===== config.mk =====
export PLATFORM = sky130hd
export DESIGN_NAME = varint_nine_byte_codec
export DESIGN_NICKNAME = d
export VERILOG_FILES = /design/src/rtl/vnbc_pkg.sv /design/src/rtl/vnbc_decoder.sv /design/src/rtl/varint_nine_byte_codec.sv
export VERILOG_INCLUDE_DIRS = /design/src /design/src/rtl
export SDC_FILE = /design/constraint.sdc
export NUM_CORES = 1
export LEC_CHECK = 0
export BUFFER_PORTS_ARGS = -buffer_cell sky130_fd_sc_hd__buf_2
export CORE_MARGIN = 5
export CORE_UTILIZATION = 50
export CTS_CLUSTER_DIAMETER = 40
export DETAILED_ROUTE_END_ITERATION = 6
export PLACE_DENSITY = 0.73
export SLEW_MARGIN = 25
export SYNTH_ARGS = -nofsm -noshare
export SYNTH_HDL_FRONTEND = slang
export SYNTH_SLANG_ARGS = --single-unit

===== constraint.sdc =====
create_clock -name clk -period 27.9 [get_ports clk]
set_input_delay 4.185 -clock clk [delete_from_list [all_inputs] [get_ports clk]]
set_output_delay 4.185 -clock clk [all_outputs]
set_load 0.005 [all_outputs]

===== src/rtl/varint_nine_byte_codec_defines.svh =====
// Assertion macros shared by the varint codec RTL.
// Included by modules that check their own behaviour; no other dependencies.
`ifndef VARINT_NINE_BYTE_CODEC_DEFINES_SVH
`define VARINT_NINE_BYTE_CODEC_DEFINES_SVH

// Implication within the same cycle, ignored while reset is high.
`define VNBC_ASSERT_SAME(lbl, clk_sig, rst_sig, ante, cons, msg) \
  lbl: assert property (@(posedge clk_sig) disable iff (rst_sig) (ante) |-> (cons)) \
    else $error(msg);

// Implication into the following cycle, ignored while reset is high.
`define VNBC_ASSERT_NEXT(lbl, clk_sig, rst_sig, ante, cons, msg) \
  lbl: assert property (@(posedge clk_sig) disable iff (rst_sig) (ante) |=> (cons)) \
    else $error(msg);

`endif


===== src/rtl/vnbc_pkg.sv =====
// Shared types, constants and helper functions for the varint codec.
// No dependencies; imported by every module of the block.
`timescale 1ns / 1ps
`default_nettype none

package vnbc_pkg;

  localparam int GROUP_BITS  = 7;
  localparam int MAX_BYTES   = 9;
  localparam int TOP_SHIFT   = 56;
  localparam int VALUE_W     = 64;
  localparam int LEN_W       = 4;
  localparam int IN_TDATA_W  = 72;
  localparam int OUT_TDATA_W = 80;

  localparam logic CMD_ENCODE = 1'b0;
  localparam logic CMD_DECODE = 1'b1;

  typedef struct packed {
    logic               done;
    logic [VALUE_W-1:0] value;
    logic [LEN_W-1:0]   length;
  } dec_status_t;

  // Number of bytes the encoder emits for a value.
  function automatic logic [LEN_W-1:0] enc_length(input logic [VALUE_W-1:0] v);
    logic [LEN_W-1:0] n;
    n = LEN_W'(1);
    for (int k = 1; k < MAX_BYTES - 1; k++) begin
      if (v[k*GROUP_BITS +: GROUP_BITS] != '0) begin
        n = LEN_W'(k + 1);
      end
    end
    if (v[VALUE_W-1:TOP_SHIFT] != '0) begin
      n = LEN_W'(MAX_BYTES);
    end
    return n;
  endfunction

endpackage

`default_nettype wire


===== src/rtl/vnbc_decoder.sv =====
// Decode accumulator: gathers 7-bit groups of one varint and reports completion.
// Depends on vnbc_pkg and the assertion macros in varint_nine_byte_codec_defines.svh.
`timescale 1ns / 1ps
`default_nettype none
`include "varint_nine_byte_codec_defines.svh"

module vnbc_decoder import vnbc_pkg::*; (
  input  wire logic        clk,
  input  wire logic        rst,
  input  wire logic        take,
  input  wire logic [7:0]  in_byte,
  output dec_status_t      status
);

  localparam logic [LEN_W-1:0] LAST_GROUP = LEN_W'(MAX_BYTES - 1);

  logic [VALUE_W-1:0] acc;
  logic [LEN_W-1:0]   cnt;
  logic [VALUE_W-1:0] acc_next;
  logic [LEN_W-1:0]   cnt_next;
  logic [5:0]         shamt;
  logic [VALUE_W-1:0] part;

  always_comb begin
    shamt    = 6'(cnt[2:0]) * 6'(GROUP_BITS);
    if (cnt == LAST_GROUP) begin
      part = VALUE_W'(in_byte) << TOP_SHIFT;
    end else begin
      part = VALUE_W'(in_byte[GROUP_BITS-1:0]) << shamt;
    end
    acc_next = acc | part;
    cnt_next = cnt + LEN_W'(1);
    status.done   = !in_byte[7] || (cnt_next == LEN_W'(MAX_BYTES));
    status.value  = acc_next;
    status.length = cnt_next;
  end

  always_ff @(posedge clk) begin
    if (rst) begin
      acc <= '0;
      cnt <= '0;
    end else if (take) begin
      if (status.done) begin
        acc <= '0;
        cnt <= '0;
      end else begin
        acc <= acc_next;
        cnt <= cnt_next;
      end
    end
  end

  `VNBC_ASSERT_SAME(a_cnt_range, clk, rst, 1'b1, cnt <= LAST_GROUP, "decode byte count above eight")
  `VNBC_ASSERT_SAME(a_ninth_done, clk, rst, take && cnt == LAST_GROUP, status.done, "ninth byte kept open")
  `VNBC_ASSERT_NEXT(a_clear_after_done, clk, rst, take && status.done, cnt == '0 && acc == '0, "decoder state not cleared")

endmodule

`default_nettype wire


===== src/rtl/varint_nine_byte_codec.sv =====
// Top level of the nine-byte-capped varint codec: stream ports, sequencer, encode shifter.
// Depends on vnbc_pkg, vnbc_decoder and varint_nine_byte_codec_defines.svh.
//
// Usage: one input stream carries transactions; s_axis_tuser selects encode (0) or
// decode (1). An encode transaction takes a 64-bit value and produces one to nine
// output transactions, one encoded byte each, least significant group first, with
// m_axis_tlast on the final byte. The byte count is found on acceptance and a
// 7-bit right shifter then produces one byte per cycle while the receiver is
// ready. The accepting edge loads the shifter and enters ST_ENC, which then
// registers each byte into the output. A decode transaction takes one byte; the
// byte that completes a value yields one output transaction (m_axis_tuser high, tlast
// high), valid straight after the accepting edge, and s_axis_tready is then low
// until the receiver takes it. The block works on one transaction at a time and
// s_axis_tready is low while it is busy. When the receiver stalls, the pending
// output is held unchanged and the sequencer waits. Reset clears the sequencer,
// the output valid flag and any partially decoded value.
`timescale 1ns / 1ps
`default_nettype none
`include "varint_nine_byte_codec_defines.svh"

module varint_nine_byte_codec import vnbc_pkg::*; (
  input  wire logic                   clk,
  input  wire logic                   rst,
  input  wire logic                   s_axis_tvalid,
  output logic                        s_axis_tready,
  input  wire logic [IN_TDATA_W-1:0]  s_axis_tdata,   // value[63:0], in_byte[71:64]
  input  wire logic                   s_axis_tuser,   // command
  output logic                        m_axis_tvalid,
  input  wire logic                   m_axis_tready,
  output logic [OUT_TDATA_W-1:0]      m_axis_tdata,   // out_byte, decoded_value, length, pad
  output logic                        m_axis_tuser,   // is_decoded
  output logic                        m_axis_tlast
);

  typedef enum logic [1:0] {
    ST_IDLE,
    ST_ENC,
    ST_OUT
  } state_t;

  localparam logic [LEN_W-1:0] NINTH = LEN_W'(MAX_BYTES - 1);

  state_t             state;
  logic [VALUE_W-1:0] sh;
  logic [LEN_W-1:0]   enc_len;
  logic [LEN_W-1:0]   enc_idx;
  logic [7:0]         out_byte;
  logic [VALUE_W-1:0] out_value;
  logic [LEN_W-1:0]   out_length;
  logic               out_last;
  logic               out_isdec;

  logic               accept;
  logic               dec_take;
  logic [VALUE_W-1:0] in_value;
  logic [7:0]         in_byte;
  logic               enc_final;
  logic [7:0]         enc_byte;
  dec_status_t        dec_status;

  assign s_axis_tready = (state == ST_IDLE);
  assign accept        = s_axis_tvalid && s_axis_tready;
  assign in_value      = s_axis_tdata[VALUE_W-1:0];
  assign in_byte       = s_axis_tdata[IN_TDATA_W-1:VALUE_W];
  assign dec_take      = accept && (s_axis_tuser == CMD_DECODE);

  assign enc_final = (enc_idx == enc_len - LEN_W'(1));
  assign enc_byte  = (enc_idx == NINTH) ? sh[7:0] : {!enc_final, sh[GROUP_BITS-1:0]};

  assign m_axis_tdata = {(OUT_TDATA_W - 8 - VALUE_W - LEN_W)'(0), out_length, out_value,
                         out_byte};
  assign m_axis_tuser = out_isdec;
  assign m_axis_tlast = out_last;

  vnbc_decoder u_dec (
    .clk     (clk),
    .rst     (rst),
    .take    (dec_take),
    .in_byte (in_byte),
    .status  (dec_status)
  );

  always_ff @(posedge clk) begin
    if (rst) begin
      state         <= ST_IDLE;
      m_axis_tvalid <= 1'b0;
      enc_idx       <= '0;
      enc_len       <= '0;
    end else begin
      unique case (state)
        ST_IDLE: begin
          if (accept) begin
            if (s_axis_tuser == CMD_ENCODE) begin
              sh      <= in_value;
              enc_len <= enc_length(in_value);
              enc_idx <= '0;
              state   <= ST_ENC;
            end else if (dec_status.done) begin
              out_byte      <= '0;
              out_value     <= dec_status.value;
              out_length    <= dec_status.length;
              out_last      <= 1'b1;
              out_isdec     <= 1'b1;
              m_axis_tvalid <= 1'b1;
              state         <= ST_OUT;
            end
          end
        end
        ST_ENC: begin
          if (!m_axis_tvalid || m_axis_tready) begin
            out_byte      <= enc_byte;
            out_value     <= '0;
            out_length    <= enc_len;
            out_last      <= enc_final;
            out_isdec     <= 1'b0;
            m_axis_tvalid <= 1'b1;
            sh            <= sh >> GROUP_BITS;
            enc_idx       <= enc_idx + LEN_W'(1);
            if (enc_final) begin
              state <= ST_OUT;
            end
          end
        end
        ST_OUT: begin
          if (m_axis_tready) begin
            m_axis_tvalid <= 1'b0;
            state         <= ST_IDLE;
          end
        end
        default: begin
          state <= ST_IDLE;
        end
      endcase
    end
  end

  `VNBC_ASSERT_SAME(a_idle_drained, clk, rst, s_axis_tready, !m_axis_tvalid, "output pending while ready")
  `VNBC_ASSERT_SAME(a_enc_index, clk, rst, state == ST_ENC, enc_idx < enc_len, "encode index past length")
  `VNBC_ASSERT_SAME(a_dec_last, clk, rst, m_axis_tvalid && m_axis_tuser, m_axis_tlast, "decode result without last")
  `VNBC_ASSERT_SAME(a_cont_bit, clk, rst, m_axis_tvalid && !m_axis_tuser && !m_axis_tlast, m_axis_tdata[7], "inner byte lacks continuation")

endmodule

`default_nettype wire

==> results.md, run 1 <==
* Area Overhead vs Synth at 21.00%
* Number of global-route vias before repair at 6392
* Post-synthesis area per instance at 11.08 sq um
* Placeable core region at 0.01802 sq mm
* WL per Instance at 16.67 microns
* Clock transition at the register clock pins on the worst setup and hold paths after CTS at 0.06 ns
* Worst hold-check slack at 0.4644 ns
* Number of enable flip-flop cells after synthesis at 142
* Nature of the critical path endpoint: flip-flop
* Final slew viol count at 0
* Clk sink count at 221
* Post-route setup slack at 21.92 ns
* Number of diodes at 0
* PwrDens at 76.03 mW/mm^2
* Crit path cell chain: buf_2 -> nand2_1 -> nor2_1 -> a21oi_1 -> nor4_4 -> buf_4
* Overall fraction of global-route tracks in use at 18.09%
* Max stage delay cell, worst path: sky130_fd_sc_hd__buf_4
* Number of antenna violations at the first check in global routing at 0
* H-tree level count at 1
* Routing usage on met1 at 24.27%
* WP data arrival at 6.13 ns
* Number of library cell types mapped by synthesis at 51
* DRT Pass-1 Iters at 5
* Number of storage elements in the synthesis netlist at 221
* Post-layout utilization of the core at 61.52%
* Ratio of routed vias to standard cells at 5.495
* Leakage power total at 4.462 nW
* Layer carrying the most global-route usage: met2
* Number of clock buffers inserted by TritonCTS at 31
* Number of warnings reported in the yosys synthesis log at 0
* Outcome: complete, no violations
* Fin crit share at 21.44%
* Worst ir drop on vdd at 0.06670 mV
* Largest net degree at the start of global routing at 99
* Post-Place Cells at 1152
* Total gr overflow at 0
* Nets at 1039
* Starting Density at 50.85%
* Global-route wire length before repair at 32240 microns
* Via total after detailed routing at 6643
* Clock Tree Buf Depth at 3
* Fraction of final layout cells sized beyond drive strength 1 at 24.29%
* Category of the worst setup path launch point: input port
* Clock tree from TritonCTS: yes
* Predominant post-synthesis flop cell: sky130_fd_sc_hd__edfxtp_1
* Tot Pwr at 0.8431 mW
* Detailed placer's ending HPWL at 12730 microns
* Most common cell after layout, fill and taps aside: sky130_fd_sc_hd__nand2_1
* Post-CTS Hold Fix Bufs at 0
* Minimum clock period at 5.981 ns
* Transition time at the pin with the least slew margin at 0.9955 ns
* Total routed wirelength at 20150 microns
* Post-Synthesis Cell Area at 0.009165 sq mm
* Fraction of the yosys area taken by sequential cells at 63.78%
* Quantity of I/O buffers inserted on ports at 156
* Gates resized, CTS repair at 0
* Worst Path Class, Setup: in -> reg
* Final hold viol count at 0
* Leading post-synthesis cells by cell area: sky130_fd_sc_hd__edfxtp_1 (47%), sky130_fd_sc_hd__dfxtp_1 (17%), sky130_fd_sc_hd__nand2_1 (7.8%)
* Routing usage on met3 at 3.114%
* Final cell count without fillers at 1209
* Total placed instance area at 0.009946 sq mm
* Final Instance Area at 0.01109 sq mm
* Setup repair after global routing missed its margin: false
* Horizontal die dimension at 145.4 microns
* Master cell of the clock root buffer: sky130_fd_sc_hd__clkbuf_16
* Placer congestion estimate at 0.7829
* Met2 Resource Use GR at 30.77%
* Area share of the leading cell type in the synthesized netlist at 46.53%
* Commonest cells after routing, fill and taps aside: sky130_fd_sc_hd__nand2_1 (190), sky130_fd_sc_hd__buf_2 (156), sky130_fd_sc_hd__edfxtp_1 (142)
* Setup Skew at 0.009849 ns
* Count of unresolved DRC violations after routing at 0
* Clk_lat worst skew at 0.52 ns
* Setup Total Neg Slack at 0 ns
* Post-place setup slack at 21.10 ns
* Number of DRC violations after detailed-routing iteration 0 at 401
* Highest achievable clock rate at 167.2 MHz
* Post-CTS setup buffer count at 0
* Peak fanout along the critical path at 69
* Data required time of the critical path at 28.04 ns
* Worst hold path class: reg -> reg
* Reported max-cap violation count at 0
* Cell taking the most area after synthesis: sky130_fd_sc_hd__edfxtp_1
* Post-synthesis cell count at 827
* Setup-violating endpoint count in the final report at 0
* Longest individual stage delay on the worst path at 0.76 ns
* Relative slew slack at 33.12%
* Area of the die at 0.02114 sq mm
* Number of top-level pins at 161
* Height of the die at 145.4 microns
* Antenna-violating nets left at 0
* Proportion of register bits with asynchronous set or reset after synthesis at 0%
* Number of rows in the core area at 49
synth_stat cells, types with 2 or more instances:
| master | count |
|---|---|
| sky130_fd_sc_hd__nor4_2 | 4 |
| sky130_fd_sc_hd__nor4b_1 | 2 |
| sky130_fd_sc_hd__inv_2 | 2 |
| sky130_fd_sc_hd__nor2_1 | 80 |
| sky130_fd_sc_hd__nand2_1 | 190 |
| sky130_fd_sc_hd__nand3_1 | 5 |
| sky130_fd_sc_hd__a32o_1 | 64 |
| sky130_fd_sc_hd__nor3b_1 | 2 |
| sky130_fd_sc_hd__clkbuf_1 | 40 |
| sky130_fd_sc_hd__buf_6 | 9 |
| sky130_fd_sc_hd__buf_1 | 3 |
| sky130_fd_sc_hd__a21oi_1 | 78 |
| sky130_fd_sc_hd__nand4_1 | 2 |
| sky130_fd_sc_hd__nor3_2 | 3 |
| sky130_fd_sc_hd__o21ai_0 | 6 |
| sky130_fd_sc_hd__o21ai_1 | 2 |
| sky130_fd_sc_hd__edfxtp_1 | 142 |
| sky130_fd_sc_hd__or3_1 | 2 |
| sky130_fd_sc_hd__buf_2 | 7 |
| sky130_fd_sc_hd__and2_1 | 17 |
| sky130_fd_sc_hd__xnor2_1 | 6 |
| sky130_fd_sc_hd__xor2_1 | 4 |
| sky130_fd_sc_hd__or4_1 | 3 |
| sky130_fd_sc_hd__dfxtp_1 | 79 |
| sky130_fd_sc_hd__and3_1 | 5 |
| sky130_fd_sc_hd__inv_1 | 6 |
| sky130_fd_sc_hd__nand3b_1 | 2 |
| sky130_fd_sc_hd__nor4_1 | 9 |
| sky130_fd_sc_hd__buf_4 | 10 |
| sky130_fd_sc_hd__nand2b_1 | 2 |
| sky130_fd_sc_hd__nor3_1 | 11 |
| sky130_fd_sc_hd__nor2b_1 | 6 |
| sky130_fd_sc_hd__ha_1 | 6 |
cells by family after synthesis:
| family | Yosys count | share of synthesized area [%] |
|---|---|---|
| AND/OR/NAND/NOR | 350 | 17.02 |
| flip-flops | 221 | 63.78 |
| AO/OA/AOI/OAI | 162 | 12.98 |
| buffers and inverters | 77 | 4.396 |
| XOR/XNOR | 10 | 0.9556 |
| adder cells (fa/ha/maj) | 6 | 0.8191 |
| other | 1 | 0.04092 |
power by group:
part	internal (mW)	switching [mW]	leakage, nW
Combinational	0.0180	0.0386	1.93
Clock	0.269	0.150	0.534
Sequential	0.363	0.00475	2.00
flip-flops by register name, summed over array words and instances (netlist names), 2 cells and up:
register and cells:
state 2, enc_idx 4, sh 64, enc_len 4, u_dec.acc 64, out_length 4
u_dec.cnt 4, out_byte 8, out_value 64
path summary, 6_finish.rpt:
path	slack, ns	to	cells past startpoint	start
max	21.92	out_value[41]$_SDFFCE_PP0P_	6	s_axis_tuser
min	0.46	u_dec.acc[19]$_SDFFE_PP0P_	1	u_dec.acc[19]$_SDFFE_PP0P_
max reg2reg	24.56	out_value[41]$_SDFFCE_PP0P_	7	u_dec.cnt[0]$_SDFFE_PP0P_
min reg2reg	0.46	u_dec.acc[19]$_SDFFE_PP0P_	1	u_dec.acc[19]$_SDFFE_PP0P_
critical path: cells and delay by family:
family                 cells  cell delay, ns
AO/OA/AOI/OAI              1            0.10
AND/OR/NAND/NOR            3            0.85
buffers and inverters      2            0.89
per-layer routing:
metal	vias up	wire, microns
met4	0	323
met5	-	0
li1	3244	-
met2	202	10010
met1	3170	8597
met3	27	1217
area by class of cell:
cell class                      instances  area, sq um
Clock buffer                           33        804.5
Fill cell                            1475         6935
Sequential cell                       221         5846
Multi-Input combinational cell        532         2967
Timing Repair Buffer                  162        825.8
Tap cell                              229        286.5
Inverter                                8        30.03
Clock inverter                         24        330.3
(Power assumes the default switching activity.)
==> run 2: changes to the inputs <==
==> constraint.sdc (replaced) <==
create_clock -name clk -period 5.95 [get_ports clk]
set_input_delay 0.8925 -clock clk [delete_from_list [all_inputs] [get_ports clk]]
set_output_delay 0.8925 -clock clk [all_outputs]
set_load 0.005 [all_outputs]
==> run 2 against run 1 <==
Effect of this change: routed wire length is 0.59% lower; hold slack gained 0.0016 ns; final cell count down 0.33%; critical endpoint is now sh[57]$_SDFFCE_PP0P_; core utilization down 0.72 points; worst setup slack got worse by 19 ns; clock power grew to 4.2 times the previous value; combinational power increased to 4.7 times the previous value.
==> results.md, run 2 (synthesis gave the netlist of run 1 again) <==
* Outcome: complete, no violations (unchanged)
* DRT Pass-1 Iters at 6 (was 5)
* Transition time at the pin with the least slew margin at 0.9440 ns (was 0.9955 ns)
* Final Instance Area at 0.01096 sq mm (was 0.01109 sq mm)
* Worst setup path startpoint: state[0]$_SDFFE_PP0P_ (was s_axis_tuser)
* Number of clock buffers inserted by TritonCTS at 28 (was 31)
* Via total after detailed routing at 6637 (was 6643)
* Post-Place Cells at 1152 (unchanged)
* Overall fraction of global-route tracks in use at 18.30% (was 18.09%)
* Setup Skew at 0.008442 ns (was 0.009849 ns)
* WL per Instance at 16.62 microns (was 16.67 microns)
* Setup Total Neg Slack at 0 ns (unchanged)
* Quantity of I/O buffers inserted on ports at 156 (unchanged)
* Clk sink count at 221 (unchanged)
* Post-CTS Hold Fix Bufs at 0 (unchanged)
* PwrDens at 341.7 mW/mm^2 (was 76.03 mW/mm^2)
* Worst ir drop on vdd at 0.1848 mV (was 0.06670 mV)
* Leakage power total at 4.410 nW (was 4.462 nW)
* Largest net degree at the start of global routing at 102 (was 99)
* Fin crit share at 49.25%
* Master cell of the clock root buffer: sky130_fd_sc_hd__clkbuf_16 (unchanged)
* Post-CTS setup buffer count at 0 (unchanged)
* Clock power share at 46.8% (was 49.6%)
* Number of rows in the core area at 49 (unchanged)
* Data required time of the critical path at 6.22 ns (was 28.04 ns)
* Clock tree from TritonCTS: yes (unchanged)
* Fraction of final layout cells sized beyond drive strength 1 at 23.90% (was 24.29%)
* Psw at 0.8654 mW (was 0.1932 mW)
* Part of the total power dissipated in combinational logic at 7.1% (was 6.7%)
* Ratio of routed vias to standard cells at 5.508 (was 5.495)
* Highest achievable clock rate at 341.2 MHz
* Internal power consumption at 2.880 mW (was 0.6499 mW)
* Placer congestion estimate at 0.8033 (was 0.7829)
* Horizontal die dimension at 145.4 microns (unchanged)
* Hold path startpoint: u_dec.acc[57]$_SDFFE_PP0P_ (was u_dec.acc[19]$_SDFFE_PP0P_)
* Minimum clock period at 2.930 ns
* Number of antenna violations at the first check in global routing at 2 (was 0)
* Global-route wire length before repair at 32780 microns (was 32240 microns)
* Most common cell after layout, fill and taps aside: sky130_fd_sc_hd__nand2_1 (unchanged)
* Number of DRC violations after detailed-routing iteration 0 at 588 (was 401)
* Gates resized, CTS repair at 0 (unchanged)
* WP data arrival at 3.20 ns (was 6.13 ns)
* Area Overhead vs Synth at 19.59% (was 21.00%)
* H-tree level count at 1 (unchanged)
* Number of global-route vias before repair at 6521 (was 6392)
* Peak fanout along the critical path at 71 (was 69)
* Category of the worst setup path launch point: flip-flop (was input port)
* Relative slew slack at 36.58% (was 33.12%)
* Clk_lat worst skew at 0.52 ns (about the same)
* Setup-violating endpoint count in the final report at 0 (unchanged)
* Total placed instance area at 0.009961 sq mm (was 0.009946 sq mm)
* Leading registers by flop count: out_value (64), sh (64), u_dec.acc (64) (unchanged)
* Total gr overflow at 0 (unchanged)
* Placeable core region at 0.01802 sq mm (unchanged)
* Final slew viol count at 0 (unchanged)
* Area of the die at 0.02114 sq mm (unchanged)
* Fraction of power consumed by sequential logic at 46.1% (was 43.6%)
* Final hold viol count at 0 (unchanged)
* Nets at 1036 (was 1039)
* Reported max-cap violation count at 0 (unchanged)
* Clock Tree Buf Depth at 3 (unchanged)
* Worst Path Class, Setup: reg -> reg (was in -> reg)
* Worst hold path class: reg -> reg (unchanged)
* Nature of the critical path endpoint: flip-flop (unchanged)
* Switching share of total power at 23.11% (was 22.92%)
* Detailed placer's ending HPWL at 12580 microns (was 12730 microns)
* Final cell count without fillers at 1205 (was 1209)
* Clock transition at the register clock pins on the worst setup and hold paths after CTS at 0.06 ns (about the same)
* Count of unresolved DRC violations after routing at 0 (unchanged)
* Commonest cells after routing, fill and taps aside: sky130_fd_sc_hd__nand2_1 (190), sky130_fd_sc_hd__buf_2 (156), sky130_fd_sc_hd__edfxtp_1 (142) (unchanged)
* Setup repair after global routing missed its margin: false (unchanged)
* Startpoint of the worst register-to-register path: state[0]$_SDFFE_PP0P_ (was u_dec.cnt[0]$_SDFFE_PP0P_)
* Antenna-violating nets left at 0 (unchanged)
* Starting Density at 50.85% (unchanged)
* Total routed wirelength at 20030 microns (was 20150 microns)
* Number of top-level pins at 161 (unchanged)
* Height of the die at 145.4 microns (unchanged)
## run 2: cell count changes in the layout (fill, tap and decap cells not counted), sizes merged
cell,before,now
clkinv,4,7
clkinvlp,6,4
diode,0,1
inv,16,13
bufinv,6,3
## run 2: routing by layer
metal,GRT usage [%],vias to the layer above,part of all wire [%]
met5,0,-,0.065
met4,5.830,2,2.0
met3,4.173,41,6.9
li1,-,3218,-
met1,24.95,3169,44
met2,29.31,207,47
## run 2: power groups by stage
stage / clock network, mW / registers [mW] / logic [mW]
final: 1.75 / 1.73 / 0.266
after global routing: 1.85 / 1.73 / 0.300
after CTS: 1.77 / 1.73 / 0.268
after detailed placement: 0 / 1.76 / 0.265
after global placement: 0 / 1.76 / 0.260
after floorplan: 0 / 1.75 / 0.182
## run 2: worst max-delay path, cell delays in order, from the launching register on
cell and delay [ns]:
sky130_fd_sc_hd__dfxtp_1 0.56, sky130_fd_sc_hd__nor2b_4 0.71, sky130_fd_sc_hd__clkinv_2 0.91, sky130_fd_sc_hd__and2_1 0.47
## run 2: area by class of cell
type                       instances  area, sq um
fill                            1500         7064
antenna                            1        2.502
clock buffer                      33        793.3
multi-input combinational        532         2973
timing repair buffer             162        829.5
sequential                       221         5846
inverter                           8        31.28
tap                              229        286.5
clock inverter                    19        198.9
## run 2: worst paths after layout
kind / end / slack [ns] / depth (start not counted)
setup / recovery: sh[57]$_SDFFCE_PP0P_ / 3.02 / 3
hold / removal: u_dec.acc[57]$_SDFFE_PP0P_ / 0.47 / 1
setup reg to reg: sh[57]$_SDFFCE_PP0P_ / 3.02 / 3
hold reg to reg: u_dec.acc[57]$_SDFFE_PP0P_ / 0.47 / 1
## run 2: per-stage QoR
stage | hold slack (ns) | power (mW) | util, % | worst slack, ns
after floorplan | 0.4427 | 1.937 | - | 1.619
final | 0.4660 | 3.745 | 60.81 | 3.020
after global routing | 0.4771 | 3.882 | 60.81 | 2.719
after CTS | 0.4669 | 3.768 | 60.77 | 3.125
after global placement | 0.4476 | 2.017 | 55.26 | 3.256
after detailed placement | 0.4542 | 2.022 | 55.26 | 3.157
